<file path="src/design/assert_macros.svh">
`ifndef ASSERT_MACROS_SVH
`define ASSERT_MACROS_SVH

// Same-cycle implication, disabled while reset is low.
`define ECU_ASSERT_IMP(lbl, ck, rst_n, ante, cons) \
	lbl: assert property (@(posedge ck) disable iff (!rst_n) (ante) |-> (cons)) \
		else $error("ecu: same-cycle check failed");

// Next-cycle implication, disabled while reset is low.
`define ECU_ASSERT_NEXT(lbl, ck, rst_n, ante, cons) \
	lbl: assert property (@(posedge ck) disable iff (!rst_n) (ante) |=> (cons)) \
		else $error("ecu: next-cycle check failed");

`endif

</file>
<file path="src/design/ecu_pkg.sv">
package ecu_pkg;

	// Fixed-point formats
	localparam int FRAC_BITS  = 16;
	localparam int T_W        = FRAC_BITS + 1;
	localparam int OUT_W      = FRAC_BITS + 2;
	localparam int X_W        = T_W + 3;
	localparam int MODE_W     = 4;
	localparam int IN_DATA_W  = ((T_W + 7) / 8) * 8;
	localparam int OUT_DATA_W = ((OUT_W + 7) / 8) * 8;

	// Pipeline depth, input register through output register
	localparam int NSTG = 6;

	// Elastic tables
	localparam int TAB_AW        = 8;
	localparam int TABLE_ENTRIES = 1 << TAB_AW;
	localparam int IP_W          = 4;
	localparam int SIN_W         = 32;
	localparam int EXP_W         = 31;
	localparam int PH_W          = 32;
	localparam int PH_SH         = PH_W - FRAC_BITS;

	localparam logic [T_W-1:0] ONE_FX  = {1'b1, {FRAC_BITS{1'b0}}};
	localparam logic [T_W-1:0] HALF_FX = {2'b01, {(FRAC_BITS - 1){1'b0}}};

	localparam logic [63:0] Q30     = 64'd1 << 30;
	localparam logic [63:0] PI_Q30  = 64'd3373259426;
	localparam logic [63:0] LN2_Q30 = 64'd744261118;
	localparam logic [63:0] C1_Q30  = 64'd1827057613;

	// Back-out overshoot constants in Q.FRAC_BITS
	localparam logic [T_W-1:0] BACK_C1 =
		T_W'((C1_Q30 + (64'd1 << (29 - FRAC_BITS))) >> (30 - FRAC_BITS));
	localparam logic [T_W:0] BACK_C3 = {1'b0, BACK_C1} + {1'b0, ONE_FX};

	// Reciprocal of three, exact for any x below 2^(DIV3_SH-1)
	localparam int DIV3_SH = X_W + 2;
	localparam logic [X_W:0] DIV3_M = (X_W + 1)'(((64'd1 << DIV3_SH) + 64'd2) / 3);
	localparam logic [PH_SH-1:0] THIRD_STEP = PH_SH'((64'd1 << PH_SH) / 3);
	localparam logic [PH_W-1:0] PH_BIAS = PH_W'(64'd3 << 30);

	// Mode codes on the request tuser
	localparam logic [MODE_W-1:0] MODE_LINEAR    = 4'd0;
	localparam logic [MODE_W-1:0] MODE_QIN       = 4'd1;
	localparam logic [MODE_W-1:0] MODE_QOUT      = 4'd2;
	localparam logic [MODE_W-1:0] MODE_QIO       = 4'd3;
	localparam logic [MODE_W-1:0] MODE_QIN_ALT   = 4'd4;
	localparam logic [MODE_W-1:0] MODE_QOUT_ALT  = 4'd5;
	localparam logic [MODE_W-1:0] MODE_QIO_ALT   = 4'd6;
	localparam logic [MODE_W-1:0] MODE_CIN       = 4'd7;
	localparam logic [MODE_W-1:0] MODE_COUT      = 4'd8;
	localparam logic [MODE_W-1:0] MODE_CIO       = 4'd9;
	localparam logic [MODE_W-1:0] MODE_BACK      = 4'd10;
	localparam logic [MODE_W-1:0] MODE_ELASTIC   = 4'd11;

	typedef enum logic [3:0] {
		CRV_LINEAR,
		CRV_QUAD_IN,
		CRV_QUAD_OUT,
		CRV_QUAD_IO,
		CRV_CUBIC_IN,
		CRV_CUBIC_OUT,
		CRV_CUBIC_IO,
		CRV_BACK_OUT,
		CRV_ELASTIC
	} curve_t;

	typedef struct packed {
		curve_t         curve;
		logic           lo;
		logic [T_W-1:0] opa;
		logic [T_W-1:0] opb;
		logic [T_W-1:0] opc;
	} poly_in_t;

	typedef struct packed {
		logic [X_W-1:0] x;
		logic           at_zero;
		logic           at_one;
	} el_in_t;

	typedef logic signed [SIN_W-1:0] sin_tab_t [TABLE_ENTRIES];
	typedef logic [EXP_W-1:0] exp_tab_t [TABLE_ENTRIES];

	// First-quadrant sine by Taylor series, r in quarter turns (Q30), result Q30
	function automatic logic [63:0] sin_quadrant(input logic [63:0] r);
		logic [63:0] x;
		logic [63:0] x2;
		logic [63:0] term;
		logic [63:0] pos;
		logic [63:0] neg;
		x = (r * PI_Q30) >> 31;
		x2 = (x * x) >> 30;
		term = x;
		pos = x;
		neg = 64'd0;
		for (int n = 1; n <= 7; n++) begin
			term = ((term * x2) >> 30) / 64'((2 * n) * (2 * n + 1));
			if ((n & 1) != 0) begin
				neg = neg + term;
			end else begin
				pos = pos + term;
			end
		end
		if (neg >= pos) begin
			return 64'd0;
		end
		pos = pos - neg;
		return (pos > Q30) ? Q30 : pos;
	endfunction

	function automatic sin_tab_t build_sin_tab();
		sin_tab_t tab;
		logic [63:0] a;
		logic [63:0] q;
		logic [63:0] r;
		logic [63:0] s;
		for (int k = 0; k < TABLE_ENTRIES; k++) begin
			a = 64'(k) << (32 - TAB_AW);
			q = (a >> 30) & 64'd3;
			r = a & (Q30 - 64'd1);
			s = q[0] ? sin_quadrant(Q30 - r) : sin_quadrant(r);
			tab[k] = (q >= 64'd2) ? SIN_W'(64'd0 - s) : SIN_W'(s);
		end
		return tab;
	endfunction

	// Unsigned quotient by shift and subtract, one bit per step
	function automatic logic [63:0] udiv64(input logic [63:0] num, input logic [63:0] den);
		logic [63:0] quo;
		logic [64:0] part;
		quo = 64'd0;
		part = 65'd0;
		for (int b = 63; b >= 0; b--) begin
			part = {part[63:0], num[b]};
			if (part >= {1'b0, den}) begin
				part = part - {1'b0, den};
				quo[b] = 1'b1;
			end
		end
		return quo;
	endfunction

	// 2^(-k/N) in Q30 as the inverse of a Taylor series of exp(k*ln2/N)
	function automatic exp_tab_t build_exp_tab();
		exp_tab_t tab;
		logic [63:0] y;
		logic [63:0] term;
		logic [63:0] sum;
		for (int k = 0; k < TABLE_ENTRIES; k++) begin
			y = (LN2_Q30 * 64'(k)) >> TAB_AW;
			term = Q30;
			sum = Q30;
			for (int n = 1; n <= 12; n++) begin
				term = ((term * y) >> 30) / 64'(n);
				sum = sum + term;
			end
			tab[k] = EXP_W'(udiv64((64'd1 << 60) + (sum >> 1), sum));
		end
		return tab;
	endfunction

	localparam sin_tab_t SIN_TAB = build_sin_tab();
	localparam exp_tab_t EXP_TAB = build_exp_tab();

endpackage

</file>
<file path="src/design/ecu_poly.sv">
module ecu_poly (
	input  logic                           clk,
	input  logic [ecu_pkg::NSTG-1:0]       en,
	input  ecu_pkg::poly_in_t              in_s1,
	output logic [ecu_pkg::OUT_W-1:0]      res_s5
);
	import ecu_pkg::*;

	localparam int P_W = 2 * T_W;
	localparam logic [P_W-1:0] P_HALF  = P_W'(1) << (FRAC_BITS - 1);
	localparam logic [P_W-1:0] P_ONE   = P_W'(1) << FRAC_BITS;
	localparam logic [P_W:0]   M3_HALF = (P_W + 1)'(1) << (FRAC_BITS - 1);

	curve_t         curve_s2, curve_s3, curve_s4;
	logic           lo_s2, lo_s3, lo_s4;
	logic [T_W-1:0] opc_s2;
	logic [P_W-1:0] p1_s2;
	logic [T_W-1:0] r1_s3, r1_s4;
	logic [P_W-1:0] p2_s3;
	logic [T_W-1:0] r2_s4;
	logic [P_W:0]   m3_s4;
	logic [P_W-1:0] m1_s4;

	logic [T_W-1:0] r1;
	logic [T_W-1:0] r2;
	logic [T_W:0]   fm3;
	logic [T_W-1:0] fm1;
	logic [T_W-1:0] half_r2;
	logic [OUT_W-1:0] one_w;
	logic [OUT_W-1:0] res;

	// First product
	always_ff @(posedge clk) begin
		if (en[1]) begin
			curve_s2 <= in_s1.curve;
			lo_s2    <= in_s1.lo;
			opc_s2   <= in_s1.opc;
			p1_s2    <= in_s1.opa * in_s1.opb;
		end
	end

	// Round the first product; the upper half of quad in-out rounds v*v/2
	always_comb begin
		if (curve_s2 == CRV_QUAD_IO && !lo_s2) begin
			r1 = T_W'((p1_s2 + P_ONE) >> (FRAC_BITS + 1));
		end else begin
			r1 = T_W'((p1_s2 + P_HALF) >> FRAC_BITS);
		end
	end

	always_ff @(posedge clk) begin
		if (en[2]) begin
			curve_s3 <= curve_s2;
			lo_s3    <= lo_s2;
			r1_s3    <= r1;
			p2_s3    <= r1 * opc_s2;
		end
	end

	assign r2 = T_W'((p2_s3 + P_HALF) >> FRAC_BITS);

	// Back-out terms: c3*u^3 and c1*u^2
	always_ff @(posedge clk) begin
		if (en[3]) begin
			curve_s4 <= curve_s3;
			lo_s4    <= lo_s3;
			r1_s4    <= r1_s3;
			r2_s4    <= r2;
			m3_s4    <= BACK_C3 * r2;
			m1_s4    <= BACK_C1 * r1_s3;
		end
	end

	// Combine in OUT_W bits; wraparound matches the output mask
	always_comb begin
		fm3     = (T_W + 1)'((m3_s4 + M3_HALF) >> FRAC_BITS);
		fm1     = T_W'((m1_s4 + P_HALF) >> FRAC_BITS);
		half_r2 = T_W'(({1'b0, r2_s4} + (T_W + 1)'(1)) >> 1);
		one_w   = OUT_W'(ONE_FX);
		case (curve_s4) inside
			CRV_QUAD_OUT:  res = one_w - OUT_W'(r1_s4);
			CRV_QUAD_IO:   res = lo_s4 ? OUT_W'(r1_s4) : one_w - OUT_W'(r1_s4);
			CRV_CUBIC_IN:  res = OUT_W'(r2_s4);
			CRV_CUBIC_OUT: res = one_w - OUT_W'(r2_s4);
			CRV_CUBIC_IO:  res = lo_s4 ? OUT_W'(r2_s4) : one_w - OUT_W'(half_r2);
			CRV_BACK_OUT:  res = one_w - OUT_W'(fm3) + OUT_W'(fm1);
			default:       res = OUT_W'(r1_s4);
		endcase
	end

	always_ff @(posedge clk) begin
		if (en[4]) begin
			res_s5 <= res;
		end
	end

endmodule

</file>
<file path="config.mk">
export PLATFORM = sky130hd
export DESIGN_NAME = ecu_poly
export DESIGN_NICKNAME = d
export VERILOG_FILES = /design/src/design/assert_macros.svh /design/src/design/ecu_pkg.sv /design/src/design/ecu_poly.sv
export SDC_FILE = /design/constraint.sdc
export NUM_CORES = 2
export LEC_CHECK = 0
export BUFFER_PORTS_ARGS = -buffer_cell sky130_fd_sc_hd__buf_4
export CAP_MARGIN = 20
export CELL_PAD_IN_SITES_DETAIL_PLACEMENT = 1
export CELL_PAD_IN_SITES_GLOBAL_PLACEMENT = 1
export CORE_ASPECT_RATIO = 1.5
export CORE_MARGIN = 5
export CORE_UTILIZATION = 26
export CTS_CLUSTER_SIZE = 30
export DETAILED_ROUTE_END_ITERATION = 16
export GPL_ROUTABILITY_DRIVEN = 1
export GPL_TIMING_DRIVEN = 0
export PLACE_DENSITY_LB_ADDON = 0.1
export SETUP_SLACK_MARGIN = 0.4
export SYNTH_ARGS = -nofsm -noshare
export SYNTH_HDL_FRONTEND = slang
export SYNTH_SLANG_ARGS = --single-unit
</file>
<file path="constraint.sdc">
create_clock -name clk -period 8.5 [get_ports clk]
set_clock_uncertainty 0.15 [all_clocks]
set_input_delay 0.425 -clock clk [delete_from_list [all_inputs] [get_ports clk]]
set_output_delay 0.425 -clock clk [all_outputs]
set_load 0.005 [all_outputs]
</file>
==> results.toml <==
[outcome]
run_status = "finished, violations left"
violations_in_the_final_reports = "setup timing"

[route]
drt-vias-per-instance = 4.50
initial_detailed_routing_violation_count = 807
routedWlPerCell_um = 21.1
drc = 0
antenna_violating_nets_post_route = 0
wl_um = 130000
dr.pass1.iters = 4
vias = 27700

[sta]
worst_pin_slew_ps = 1050
slew-limit-headroom_pct = 29.5
rsz0062_at_grt = "true"
final_period_minus_worst_setup_slack_ps = 9050
worst_setup_slack_after_layout_ps = -546
max_freq_mhz = 111
period_share_pct = 106
finalHoldViolCount = 0
holdWs_ps = 137
timing_max_transition_violations_final = 0
setup_viol = 13

[setup_path]
end_kind = "register"
timing.critical_path.fanout_max = 4
critical-path-max-stage-delay_ps = 620
crit_slowest_cell = "sky130_fd_sc_hd__or4b_4"
cp.arrival_ps = 9160
worst-setup-path-type = "reg2reg"
worstPathRequired_ps = 8620
start_kind = "register"

[placed_design]
port-buffer-count = 70
placed_cells = 6062
gp_congestion = 0.839
dp_hpwl_um = 114000

[die]
die_x_um = 325
start_util_pct = 26.1
placeableCoreArea_sq_mm = 0.148
floorplan.die.height_um = 482
die_area_sq_mm = 0.157
floorplan.io_pins = 81
num_rows = 173

[cts]
cts-buffers-inserted = 17
clk_path_buf_depth = 2
clock_transition_at_path_regs_ps = 70
clockRootBuffer = "sky130_fd_sc_hd__clkbuf_16"
clock_latency_ps = 520
htree_levels = 4
tritoncts = "done"
cts.sink_count = 175

[synth]
mappedNetlistArea_sq_mm = 0.0386
syn_inst = 4056
synth_area_leader_cell = "sky130_fd_sc_hd__fa_1"
dominantRegCellSynth = "sky130_fd_sc_hd__edfxtp_1"
synth_enable_flop_cells = 175
synth-seq-area-share_pct = 13.6
yosys_warnings = 0
postSynthRegisterBits = 175
yosysUniqueCellTypes = 85
asyncSetResetFlopFracSynth_pct = 0
synth_top_cell_area_share_pct = 34.6
post_synthesis_area_per_instance_sq_um = 9.53
synth.area.top_cells = "sky130_fd_sc_hd__fa_1 (35%), sky130_fd_sc_hd__ha_1 (17%), sky130_fd_sc_hd__edfxtp_1 (14%), sky130_fd_sc_hd__inv_1 (9.2%), sky130_fd_sc_hd__nand2_1 (4.4%)"
syn_nets = 5304

[layout]
finalNetCount = 5474
final_layout_size_suffix_gt1_share_pct = 7.34
post_layout_nonfiller_instances = 6166
area_growth_syn_to_layout_pct = 13.2

[global_route]
via_count_of_the_first_global_routing_pass = 32300
grt_max_degree = 77
grt-ovfl-total = 0
grt_antenna_before_repair = 3
grt_first_pass_wirelength_um = 199000
grt_use_total_pct = 16.9

[min_path]
class_of_the_worst_hold_path = "in2reg"

[flow_run]
cap_violations = 0
-- metal layers --
layer	GRT usage [%]	routed length, um
met2	35.9	76900
met3	1.25	1310
met5	0	11
met1	17.6	48500
met4	4.21	3220
-- stage by stage --
stage	setup TNS (ps)	area, sq um	worst slack [ps]	utilization [%]
floorplan	0	38800	105	-
global placement	-40760	41700	-2400	28.2
detailed placement	-39630	41800	-2480	28.2
CTS	-6650	43300	-744	29.3
global route	-8640	43700	-829	29.5
finish	-4810	43700	-546	29.5
-- area by class of cell --
type | instances | area (sq um)
clock inverter | 14 | 129
multi-input combinational | 2803 | 30000
sequential | 175 | 5260
timing repair buffer | 151 | 1270
antenna | 2 | 5.00
fill | 17100 | 104000
buffer | 128 | 626
clock buffer | 18 | 429
tap | 1925 | 2410
inverter | 950 | 3570
-- path summary, 6_finish.rpt --
path                     from          end  slack [ps]  depth (start not counted)
hold / removal          en[4]    res_s5[1]         140                          1
hold reg to reg   curve_s3[3]  curve_s4[3]         280                          0
setup reg to reg  curve_s2[2]    p2_s3[32]        -550                         37
setup / recovery  curve_s2[2]    p2_s3[32]        -550                         37
-- Yosys cell counts (57+ instances only) --
cell type and instances:
sky130_fd_sc_hd__edfxtp_1 175, sky130_fd_sc_hd__xnor2_1 133, sky130_fd_sc_hd__nand2_1 448, sky130_fd_sc_hd__nand3_1 57
sky130_fd_sc_hd__fa_1 668, sky130_fd_sc_hd__and2_1 247, sky130_fd_sc_hd__a21oi_1 103, sky130_fd_sc_hd__inv_1 950
sky130_fd_sc_hd__o21ai_0 58, sky130_fd_sc_hd__nor2_1 114, sky130_fd_sc_hd__clkbuf_1 109, sky130_fd_sc_hd__xor2_1 80
sky130_fd_sc_hd__ha_1 517
-- logic make-up (layout without fill, tap and decap cells) --
logic type	after synthesis	in the layout	share of synthesized area, %
buffers and inverters	1078	1261	10.6
and+or+nand+nor	1027	1027	12.9
adders and majority gates	1185	1185	51.4
DFF	175	175	13.6
other	0	2	0
xor gates and xnor gates	213	213	4.83
muxes	15	15	0.411
AOI/OAI and AO/OA	363	363	6.33
-- registers in the layout (all words and copies together) (netlist names) --
signal / flops
curve_s4: 4
m1_s4: 18
lo_s2: 1
r2_s4: 17
curve_s2: 4
lo_s4: 1
p1_s2: 19
curve_s3: 4
lo_s3: 1
m3_s4: 19
res_s5: 18
opc_s2: 17
p2_s3: 18
r1_s3: 17
r1_s4: 17
-- critical path, delay by kind of cell (launching register included) --
| family | cells | cell delay, ps |
|---|---|---|
| buf+inv | 9 | 970 |
| simple gates | 13 | 2390 |
| fa+ha+maj | 8 | 3400 |
| flops | 1 | 480 |
| mux | 1 | 300 |
| compound gates | 4 | 810 |
| xor+xnor | 2 | 260 |
-- what timing repair did --
item,CTS,global route
setup endpoints to repair,28,24
hold buffers,22,0
resized for setup,112,43
endpoints found under the hold margin,22,0
pin swaps,35,40
buffers inserted,27,21
-- cells in the final DEF, fill, tap and decap left out, types with 53 or more instances in the layout --
| cell type | synthesis | routed |
|---|---|---|
| sky130_fd_sc_hd__a21oi_1 | 103 | 96 |
| sky130_fd_sc_hd__edfxtp_1 | 175 | 175 |
| sky130_fd_sc_hd__clkbuf_1 | 109 | 101 |
| sky130_fd_sc_hd__fa_1 | 668 | 663 |
| sky130_fd_sc_hd__inv_1 | 950 | 940 |
| sky130_fd_sc_hd__ha_1 | 517 | 507 |
| sky130_fd_sc_hd__nor2_1 | 114 | 107 |
| sky130_fd_sc_hd__and2_1 | 247 | 243 |
| sky130_fd_sc_hd__xor2_1 | 80 | 74 |
| sky130_fd_sc_hd__buf_4 | 2 | 115 |
| sky130_fd_sc_hd__nand3_1 | 57 | 53 |
| sky130_fd_sc_hd__xnor2_1 | 133 | 122 |
| sky130_fd_sc_hd__nand2_1 | 448 | 441 |
Power is left out: the tool's default activity adds up to more than one toggle a clock period on the data nets, which glitch-free logic cannot reach.
