**config.mk**
```make
export PLATFORM = sky130hd
export DESIGN_NAME = ecu_ctrl
export DESIGN_NICKNAME = d
export VERILOG_FILES = /design/src/design/ecu_pkg.sv /design/src/design/ecu_ctrl.sv
export VERILOG_INCLUDE_DIRS = /design/src /design/src/design
export SDC_FILE = /design/constraint.sdc
export NUM_CORES = 1
export LEC_CHECK = 0
export BUFFER_PORTS_ARGS = -buffer_cell sky130_fd_sc_hd__buf_4
export CAP_MARGIN = 30
export CORE_AREA = 2 2 39 41
export CTS_CLUSTER_DIAMETER = 200
export DETAILED_ROUTE_END_ITERATION = 8
export DIE_AREA = 0 0 41 43
export PLACE_DENSITY = 0.52
export SYNTH_ARGS = -nofsm -noshare
export SYNTH_HDL_FRONTEND = slang
export SYNTH_SLANG_ARGS = --single-unit
```
**constraint.sdc**
```tcl
create_clock -name clk -period 1.05 [get_ports clk]
set_clock_uncertainty 0.05 [all_clocks]
set_input_delay 0.21 -clock clk [delete_from_list [all_inputs] [get_ports clk]]
set_output_delay 0.21 -clock clk [all_outputs]
set_load 0.01 [all_outputs]
```
**src/design/assert_macros.svh**
```systemverilog
`ifndef ASSERT_MACROS_SVH
`define ASSERT_MACROS_SVH

// Same-cycle implication, disabled while reset is low.
`define ECU_ASSERT_IMP(lbl, ck, rst_n, ante, cons) \
	lbl: assert property (@(posedge ck) disable iff (!rst_n) (ante) |-> (cons)) \
		else $error("ecu: same-cycle check failed");

// Next-cycle implication, disabled while reset is low.
`define ECU_ASSERT_NEXT(lbl, ck, rst_n, ante, cons) \
	lbl: assert property (@(posedge ck) disable iff (!rst_n) (ante) |=> (cons)) \
		else $error("ecu: next-cycle check failed");

`endif

```
**src/design/ecu_pkg.sv**
```systemverilog
package ecu_pkg;

	// Fixed-point formats
	localparam int FRAC_BITS  = 16;
	localparam int T_W        = FRAC_BITS + 1;
	localparam int OUT_W      = FRAC_BITS + 2;
	localparam int X_W        = T_W + 3;
	localparam int MODE_W     = 4;
	localparam int IN_DATA_W  = ((T_W + 7) / 8) * 8;
	localparam int OUT_DATA_W = ((OUT_W + 7) / 8) * 8;

	// Pipeline depth, input register through output register
	localparam int NSTG = 6;

	// Elastic tables
	localparam int TAB_AW        = 8;
	localparam int TABLE_ENTRIES = 1 << TAB_AW;
	localparam int IP_W          = 4;
	localparam int SIN_W         = 32;
	localparam int EXP_W         = 31;
	localparam int PH_W          = 32;
	localparam int PH_SH         = PH_W - FRAC_BITS;

	localparam logic [T_W-1:0] ONE_FX  = {1'b1, {FRAC_BITS{1'b0}}};
	localparam logic [T_W-1:0] HALF_FX = {2'b01, {(FRAC_BITS - 1){1'b0}}};

	localparam logic [63:0] Q30     = 64'd1 << 30;
	localparam logic [63:0] PI_Q30  = 64'd3373259426;
	localparam logic [63:0] LN2_Q30 = 64'd744261118;
	localparam logic [63:0] C1_Q30  = 64'd1827057613;

	// Back-out overshoot constants in Q.FRAC_BITS
	localparam logic [T_W-1:0] BACK_C1 =
		T_W'((C1_Q30 + (64'd1 << (29 - FRAC_BITS))) >> (30 - FRAC_BITS));
	localparam logic [T_W:0] BACK_C3 = {1'b0, BACK_C1} + {1'b0, ONE_FX};

	// Reciprocal of three, exact for any x below 2^(DIV3_SH-1)
	localparam int DIV3_SH = X_W + 2;
	localparam logic [X_W:0] DIV3_M = (X_W + 1)'(((64'd1 << DIV3_SH) + 64'd2) / 3);
	localparam logic [PH_SH-1:0] THIRD_STEP = PH_SH'((64'd1 << PH_SH) / 3);
	localparam logic [PH_W-1:0] PH_BIAS = PH_W'(64'd3 << 30);

	// Mode codes on the request tuser
	localparam logic [MODE_W-1:0] MODE_LINEAR    = 4'd0;
	localparam logic [MODE_W-1:0] MODE_QIN       = 4'd1;
	localparam logic [MODE_W-1:0] MODE_QOUT      = 4'd2;
	localparam logic [MODE_W-1:0] MODE_QIO       = 4'd3;
	localparam logic [MODE_W-1:0] MODE_QIN_ALT   = 4'd4;
	localparam logic [MODE_W-1:0] MODE_QOUT_ALT  = 4'd5;
	localparam logic [MODE_W-1:0] MODE_QIO_ALT   = 4'd6;
	localparam logic [MODE_W-1:0] MODE_CIN       = 4'd7;
	localparam logic [MODE_W-1:0] MODE_COUT      = 4'd8;
	localparam logic [MODE_W-1:0] MODE_CIO       = 4'd9;
	localparam logic [MODE_W-1:0] MODE_BACK      = 4'd10;
	localparam logic [MODE_W-1:0] MODE_ELASTIC   = 4'd11;

	typedef enum logic [3:0] {
		CRV_LINEAR,
		CRV_QUAD_IN,
		CRV_QUAD_OUT,
		CRV_QUAD_IO,
		CRV_CUBIC_IN,
		CRV_CUBIC_OUT,
		CRV_CUBIC_IO,
		CRV_BACK_OUT,
		CRV_ELASTIC
	} curve_t;

	typedef struct packed {
		curve_t         curve;
		logic           lo;
		logic [T_W-1:0] opa;
		logic [T_W-1:0] opb;
		logic [T_W-1:0] opc;
	} poly_in_t;

	typedef struct packed {
		logic [X_W-1:0] x;
		logic           at_zero;
		logic           at_one;
	} el_in_t;

	typedef logic signed [SIN_W-1:0] sin_tab_t [TABLE_ENTRIES];
	typedef logic [EXP_W-1:0] exp_tab_t [TABLE_ENTRIES];

	// First-quadrant sine by Taylor series, r in quarter turns (Q30), result Q30
	function automatic logic [63:0] sin_quadrant(input logic [63:0] r);
		logic [63:0] x;
		logic [63:0] x2;
		logic [63:0] term;
		logic [63:0] pos;
		logic [63:0] neg;
		x = (r * PI_Q30) >> 31;
		x2 = (x * x) >> 30;
		term = x;
		pos = x;
		neg = 64'd0;
		for (int n = 1; n <= 7; n++) begin
			term = ((term * x2) >> 30) / 64'((2 * n) * (2 * n + 1));
			if ((n & 1) != 0) begin
				neg = neg + term;
			end else begin
				pos = pos + term;
			end
		end
		if (neg >= pos) begin
			return 64'd0;
		end
		pos = pos - neg;
		return (pos > Q30) ? Q30 : pos;
	endfunction

	function automatic sin_tab_t build_sin_tab();
		sin_tab_t tab;
		logic [63:0] a;
		logic [63:0] q;
		logic [63:0] r;
		logic [63:0] s;
		for (int k = 0; k < TABLE_ENTRIES; k++) begin
			a = 64'(k) << (32 - TAB_AW);
			q = (a >> 30) & 64'd3;
			r = a & (Q30 - 64'd1);
			s = q[0] ? sin_quadrant(Q30 - r) : sin_quadrant(r);
			tab[k] = (q >= 64'd2) ? SIN_W'(64'd0 - s) : SIN_W'(s);
		end
		return tab;
	endfunction

	// Unsigned quotient by shift and subtract, one bit per step
	function automatic logic [63:0] udiv64(input logic [63:0] num, input logic [63:0] den);
		logic [63:0] quo;
		logic [64:0] part;
		quo = 64'd0;
		part = 65'd0;
		for (int b = 63; b >= 0; b--) begin
			part = {part[63:0], num[b]};
			if (part >= {1'b0, den}) begin
				part = part - {1'b0, den};
				quo[b] = 1'b1;
			end
		end
		return quo;
	endfunction

	// 2^(-k/N) in Q30 as the inverse of a Taylor series of exp(k*ln2/N)
	function automatic exp_tab_t build_exp_tab();
		exp_tab_t tab;
		logic [63:0] y;
		logic [63:0] term;
		logic [63:0] sum;
		for (int k = 0; k < TABLE_ENTRIES; k++) begin
			y = (LN2_Q30 * 64'(k)) >> TAB_AW;
			term = Q30;
			sum = Q30;
			for (int n = 1; n <= 12; n++) begin
				term = ((term * y) >> 30) / 64'(n);
				sum = sum + term;
			end
			tab[k] = EXP_W'(udiv64((64'd1 << 60) + (sum >> 1), sum));
		end
		return tab;
	endfunction

	localparam sin_tab_t SIN_TAB = build_sin_tab();
	localparam exp_tab_t EXP_TAB = build_exp_tab();

endpackage

```
**src/design/ecu_ctrl.sv**
```systemverilog
`include "assert_macros.svh"

module ecu_ctrl (
	input  logic                      clk,
	input  logic                      arst_n,
	input  logic                      s_tvalid,
	output logic                      s_tready,
	output logic                      m_tvalid,
	input  logic                      m_tready,
	output logic [ecu_pkg::NSTG-1:0]  en
);
	import ecu_pkg::*;

	logic [NSTG-1:0] vld_q;
	logic            in_acc;
	logic            out_acc;

	// A stage loads when it is empty or its successor moves on
	always_comb begin
		en[NSTG-1] = !vld_q[NSTG-1] || m_tready;
		for (int k = NSTG - 2; k >= 0; k--) begin
			en[k] = !vld_q[k] || en[k + 1];
		end
	end

	always_ff @(posedge clk or negedge arst_n) begin
		if (!arst_n) begin
			vld_q <= '0;
		end else begin
			vld_q <= (vld_q & ~en) | ({vld_q[NSTG-2:0], s_tvalid} & en);
		end
	end

	assign s_tready = en[0];
	assign m_tvalid = vld_q[NSTG-1];
	assign in_acc   = s_tvalid && s_tready;
	assign out_acc  = m_tvalid && m_tready;

	`ECU_ASSERT_IMP(a_bubble_ready, clk, arst_n, vld_q != '1, s_tready)
	`ECU_ASSERT_IMP(a_en_order, clk, arst_n, 1'b1, ((en >> 1) & ~en) == '0)
	`ECU_ASSERT_NEXT(a_count_kept, clk, arst_n, 1'b1, $countones(vld_q) == $past($countones(vld_q)) + int'($past(in_acc)) - int'($past(out_acc)))

endmodule

```
==> results of run 1 <==
==> layout by cell type, fill, tap and decap left out, types with 2 or more instances in the layout <==
cell type,n
a21o_1,2
buf_6,9
buf_4,8
clkbuf_4,3
a31o_1,2
dfrtp_1,6
nand2_1,2
==> power by group <==
group / switching [mW] / internal, mW / total, mW
clock: 0.0746 / 0.129 / 0.203
sequential: 0.0172 / 0.263 / 0.280
combinational: 0.112 / 0.152 / 0.263
==> cells by family (layout without fill, tap and decap cells) <==
logic type	Yosys count	in the layout	synth area share
and+or+nand+nor	9	9	0.200
DFF	6	6	0.585
AOI/OAI and AO/OA	4	4	0.127
buffers and inverters	3	22	0.0878
==> final timing paths <==
path	from	end	slack (ns)	cells after the start
max in group asynchronous	arst_n	async pin	0.56	2
min in group asynchronous	arst_n	async pin	0.26	2
hold reg to reg	register	register	0.42	1
setup reg to reg	register	register	-0.24	4
setup / recovery	register	en[0]	-0.30	3
hold / removal	s_tvalid	register	0.11	2
==> repair_timing <==
action	CTS	global route
endpoints found under the setup margin	13	13
hold buffers	1	0
setup buffers	2	0
pin swaps	4	0
resized for setup	11	1
endpoints found under the hold margin	6	0
==> per-layer routing <==
layer | wire length [µm] | vias to the layer above
li1 | - | 111
met1 | 234 | 107
met2 | 328 | 10
met3 | 60 | 0
met4 | 0 | 0
met5 | 0 | -
==> cell type report <==
class | count | area share
Sequential cell | 6 | 0.314
Inverter | 1 | 0.00785
Multi-Input combinational cell | 13 | 0.230
Tap cell | 16 | 0.0419
Clock buffer | 3 | 0.0471
Timing Repair Buffer | 18 | 0.359
==> impl_results.md, run 1 <==
- Status: finished, violations left
- Failing checks: setup timing
- DR vias/cell: 4.00
- Buffers on Ports: 11
- Htree depth: 1
- Setup Viol. Count Final: 13
- FMAX: between 700 and 800 MHz
- Yosys top cell area share: 0.585
- Clock Latency Late Sink: 0.24 ns
- Footprint of the multi-input gates: approximately 110 µm²
- Post-Syn Area: 256 µm²
- Fillers: 149
- Pre-CTS setup slack: -0.185 ns
- Hold Vio Cnt, Final: 0
- Max transition margin: 0.872
- Top post-synthesis cells by area: dfrtp_1 59%, a31o_1 6.8%, a21o_1 5.9%
- DRC: 0
- Post-synth top area cell: dfrtp_1
- Rows: 14
- Slew @ Worst Pin: between 0.15 and 0.2 ns
- CTS tree: done
- GR Layer Usage met2: 0.138
- Total GRT Usage: 0.0991
- Flops & latches, synth: 6
- Post-synthesis async set-or-reset flop share: 1.00
- Final antenna-violating net count: 0
- Finished Layout Cells: 57
- Initial detailed-routing violation count: 2
- Crit end category: output pin
- Syn Nets: 26
- Setup TNS: -3.18 ns
- Synthesized area per cell: around 12 µm²
- Hold_ws: between 0.1 and 0.15 ns
- Core Util, Final: 0.345
- Cell with the most instances after synthesis: dfrtp_1
- # Max-Cap Violations: 0
- Most used DFF post-synth: dfrtp_1
- Worst EP arrival: around 1.1 ns
- Crit-path leading delay family: simple AND/OR/NAND/NOR gates
- Post-route cell area: around 480 µm²
- Pre-antenna DRT Iters: 2
- Period Utilization, post-route: 1.29
- Syn Inst Count: 22
- Post-synth EDFFs: 0
- GR Layer Usage met3: 0.0785
- DR vias: around 230
- WP data required: between 0.7 and 0.8 ns
- Initial antenna violation count: 0
- IO Pins: 12
- VDD IR-drop max: ~0.68 mV
- Slack of the critical path: -0.304 ns
- CTS buffer count: 3
- Crit Path Class: reg2out
- First-pass GRT wire length: slightly above 1000 µm
- CP startpoint kind: register
- Clock buffer depth: 2
- Initial Util: 0.185
- Crit-path max FO: 6
- Dpl cell area: approximately 380 µm²
- Lkg Pwr: between 0.2 and 0.25 nW
- Register area share after synthesis: 0.585
- Die Wd: about 41 µm
- Vias in the first global route: 244
- Placed cells: 51
- Clock Sinks: 6
- Slowest CP cell: dfrtp_1
- Minimum clock period: 1.35 ns
- CP max stage delay: between 0.3 and 0.4 ns
- Routability Congestion: approximately 0.76
- Netlist cell types: 12
- Diodes inserted: 0
- Crit-path cells: and3b_2 -> nand3_4 -> buf_6
- Met1 Track Usage GR: 0.0987
- CTS root buf: clkbuf_4
- Final HPWL DP: around 430 µm
- Pwr dens: about 1600 nW/µm²
- Die H: 43 µm
- Nets: 47
- Wire per inst: roughly 11 µm
- Global route total overflow: 0
- Warnings from Yosys: 0
- Buf/Inv on CP: 1
- Core area: about 1400 µm²
- Die area: around 1800 µm²
- Worst-path clk slew: ~0.04 ns
- Largest net degree at the start of global routing: 7
- Min-delay worst type: in2reg
- RSZ-0062 raised after global routing: true
- GR peak layer: met2
- Layout area overhead: 86.3%
- Fraction of layout cells with a size suffix above 1: 0.585
- Fin. max-slew vios: 0
- Overall power: between 700 and 800 µW
- Final wirelength: ~620 µm
- Reg area: around 150 µm²
Power figures use the tool's default switching activity.
==> run 2, diff against run 1 <==
- MAX_ROUTING_LAYER: unset -> met4
- SETUP_SLACK_MARGIN: unset -> 0.2
==> run 2 against run 1 <==
Net effect: the run still ends with setup timing left; combinational power increased by 5%; global-route usage increased by 0.59 points; final cell count increased by 1.8%; clock power increased by 4%; die area unchanged; non-clock buffer count increased by 1; critical path depth unchanged; sequential power about the same; first-iteration DRC count increased to 3.5 times the previous value; critical endpoint unchanged; largest power group unchanged.
==> impl_results.md, run 2 (same netlist as run 1, synthesis figures left out) <==
- Layout area overhead: 92.7%
- Worst-path clk slew: 0.05 ns (about the same)
- Initial antenna violation count: 0 (unchanged)
- Htree depth: 1 (unchanged)
- Switching power total: 213 µW (+4.9%)
- First-pass GRT wire length: 1110 µm (+8.7%)
- Met1 Track Usage GR: 0.103 (+0.00431)
- Global route total overflow: 0 (unchanged)
- Overall power: 769 µW (+3.0%)
- Gate power share: 0.358 (+0.005)
- DR vias/cell: 4.07 (+1.7%)
- Pwr dens: 1560 nW/µm² (-0.41%)
- Max transition margin: 0.884 (+0.0125)
- IO Pins: 12 (unchanged)
- Initial detailed-routing violation count: 7 (+5)
- FF-to-FF path depth: 4 (unchanged)
- Nets: 48 (+2.1%)
- Slowest CP cell: dfrtp_1
- Final HPWL DP: 436 µm (+2.4%)
- Hold_ws: 0.110 ns (-0.00339 ns)
- Fin. max-slew vios: 0 (unchanged)
- DRC: 0 (unchanged)
- Largest net degree at the start of global routing: 8 (+1)
- Core area: 1380 µm² (unchanged)
- Hold Vio Cnt, Final: 0 (unchanged)
- Diodes inserted: 0 (unchanged)
- Pre-antenna DRT Iters: 3 (+1)
- Status: finished, violations left
- Clock Power Share: 0.276 (+0.004)
- VDD IR-drop max: 0.631 mV (-6.8%)
- GR Layer Usage met3: 0.0471 (-0.0314)
- Wire per inst: 10.7 µm (-2.0%)
- WP data required: 0.79 ns (about the same)
- GR peak layer: met2
- Die H: 43 µm (unchanged)
- Slew @ Worst Pin: 0.174 ns (-0.0187 ns)
- GR Layer Usage met2: 0.144 (+0.00625)
- Flop2flop setup slack: -0.21 ns (+0.03 ns)
- Total GRT Usage: 0.105 (+0.00590)
- Clock Sinks: 6 (unchanged)
- Routability Congestion: 0.764 (+0.89%)
- Slack of the critical path: -0.301 ns (+0.00274 ns)
- Lkg Pwr: 0.229 nW (+2.6%)
- CP startpoint kind: register
- Crit-path cells: and3b_2 -> nand3_4 -> buf_6
- Commonest non-fill, non-tap cells in the layout: 10 x buf_6, 8 x buf_4, 6 x dfrtp_1
- Die Wd: 41 µm (unchanged)
- Crit-path leading delay family: simple AND/OR/NAND/NOR gates
- Vias in the first global route: 259 (+6.1%)
- Buffers on Ports: 11 (unchanged)
- Setup Viol. Count Final: 12 (-1)
- Switching Share: 0.278 (+0.00510)
- Commonest non-fill, non-tap cell in the layout: buf_6
- RSZ-0062 raised after global routing: true
- Failing checks: setup timing
- Crit-path max FO: 7 (+1)
- Fraction of layout cells with a size suffix above 1: 0.619 (+0.0337)
- Hold path cells: 2 (unchanged)
- FMAX: 740 MHz (+0.20%)
- CTS tree: done
- Hold Crit Start: s_tvalid
- Core Util, Final: 0.357 (+0.0118)
- CP max stage delay: 0.33 ns (about the same)
- DR vias: 236 (+3.5%)
- # Max-Cap Violations: 0 (unchanged)
- Initial Util: 0.185 (unchanged)
- Internal: 555 µW (+2.3%)
- CTS buffer count: 3 (unchanged)
- Crit Path Class: reg2out
- Minimum clock period: 1.35 ns (-0.00274 ns)
- Buf/Inv on CP: 1 (unchanged)
- Clock Latency Late Sink: 0.24 ns (about the same)
- Crit end category: output pin
- Period Utilization, post-route: 1.29 (-0.00261)
- Final wirelength: 621 µm (-0.32%)
- Die area: 1760 µm² (unchanged)
- Reg power frac: 0.366 (-0.009)
- Min-delay worst type: in2reg
- Rows: 14 (unchanged)
- Final antenna-violating net count: 0 (unchanged)
- Worst EP arrival: 1.09 ns (about the same)
- CTS root buf: clkbuf_4
- Clock buffer depth: 2 (unchanged)
run 2: cell count changes in the layout (fill, tap and decap cells not counted), sizes merged:
cell  previous run  this run
buf             17        18
run 2: layout make-up:
| cell class | instances | area [µm²] |
|---|---|---|
| clock buffers | 3 | 22.5 |
| fillers | 145 | 890 |
| inverters | 1 | 3.75 |
| multi-input cells | 13 | 115 |
| flip-flops and latches | 6 | 150 |
| well taps | 16 | 20.0 |
| repair buffers | 19 | 183 |
run 2: worst max path at each step:
stage                  start  endpoint  slack [ns]  cells after the start
finish              register     en[0]       -0.30                      3
floorplan           register     en[0]       -0.12                      4
CTS                 register     en[0]       -0.31                      3
detailed placement  m_tready     en[2]       -0.20                      4
global placement    m_tready     en[2]       -0.19                      4
global route        register     en[3]       -0.37                      3
run 2: through the flow:
stage / worst slack (ns) / instances / setup TNS (ns) / area, µm²
global route: -0.367 / 58 / -3.56 / 494
CTS: -0.313 / 57 / -2.64 / 479
finish: -0.301 / 58 / -2.92 / 494
floorplan: -0.123 / 22 / -0.379 / 273
detailed placement: -0.197 / 51 / -1.53 / 383
global placement: -0.191 / 51 / -1.44 / 383
run 2: power by group through the flow:
stage / registers, mW / logic [mW] / clock network, mW
global route: 0.284 / 0.303 / 0.233
finish: 0.281 / 0.275 / 0.212
detailed placement: 0.283 / 0.207 / 0
floorplan: 0.288 / 0.105 / 0
CTS: 0.281 / 0.264 / 0.223
global placement: 0.280 / 0.202 / 0
run 2: repair_timing:
item | 4_1_cts | 5_1_grt
resized for setup | 13 | 2
pin swaps | 4 | 0
hold buffers | 1 | 0
setup endpoints to repair | 13 | 14
setup buffers | 2 | 1
hold endpoints to repair | 6 | 0
run 2: per-layer routing:
layer  vias up  part of all wire
li1        115                 -
met1       107              0.38
met2        10              0.50
met3         4             0.071
met4         0             0.047
met5         -                 0
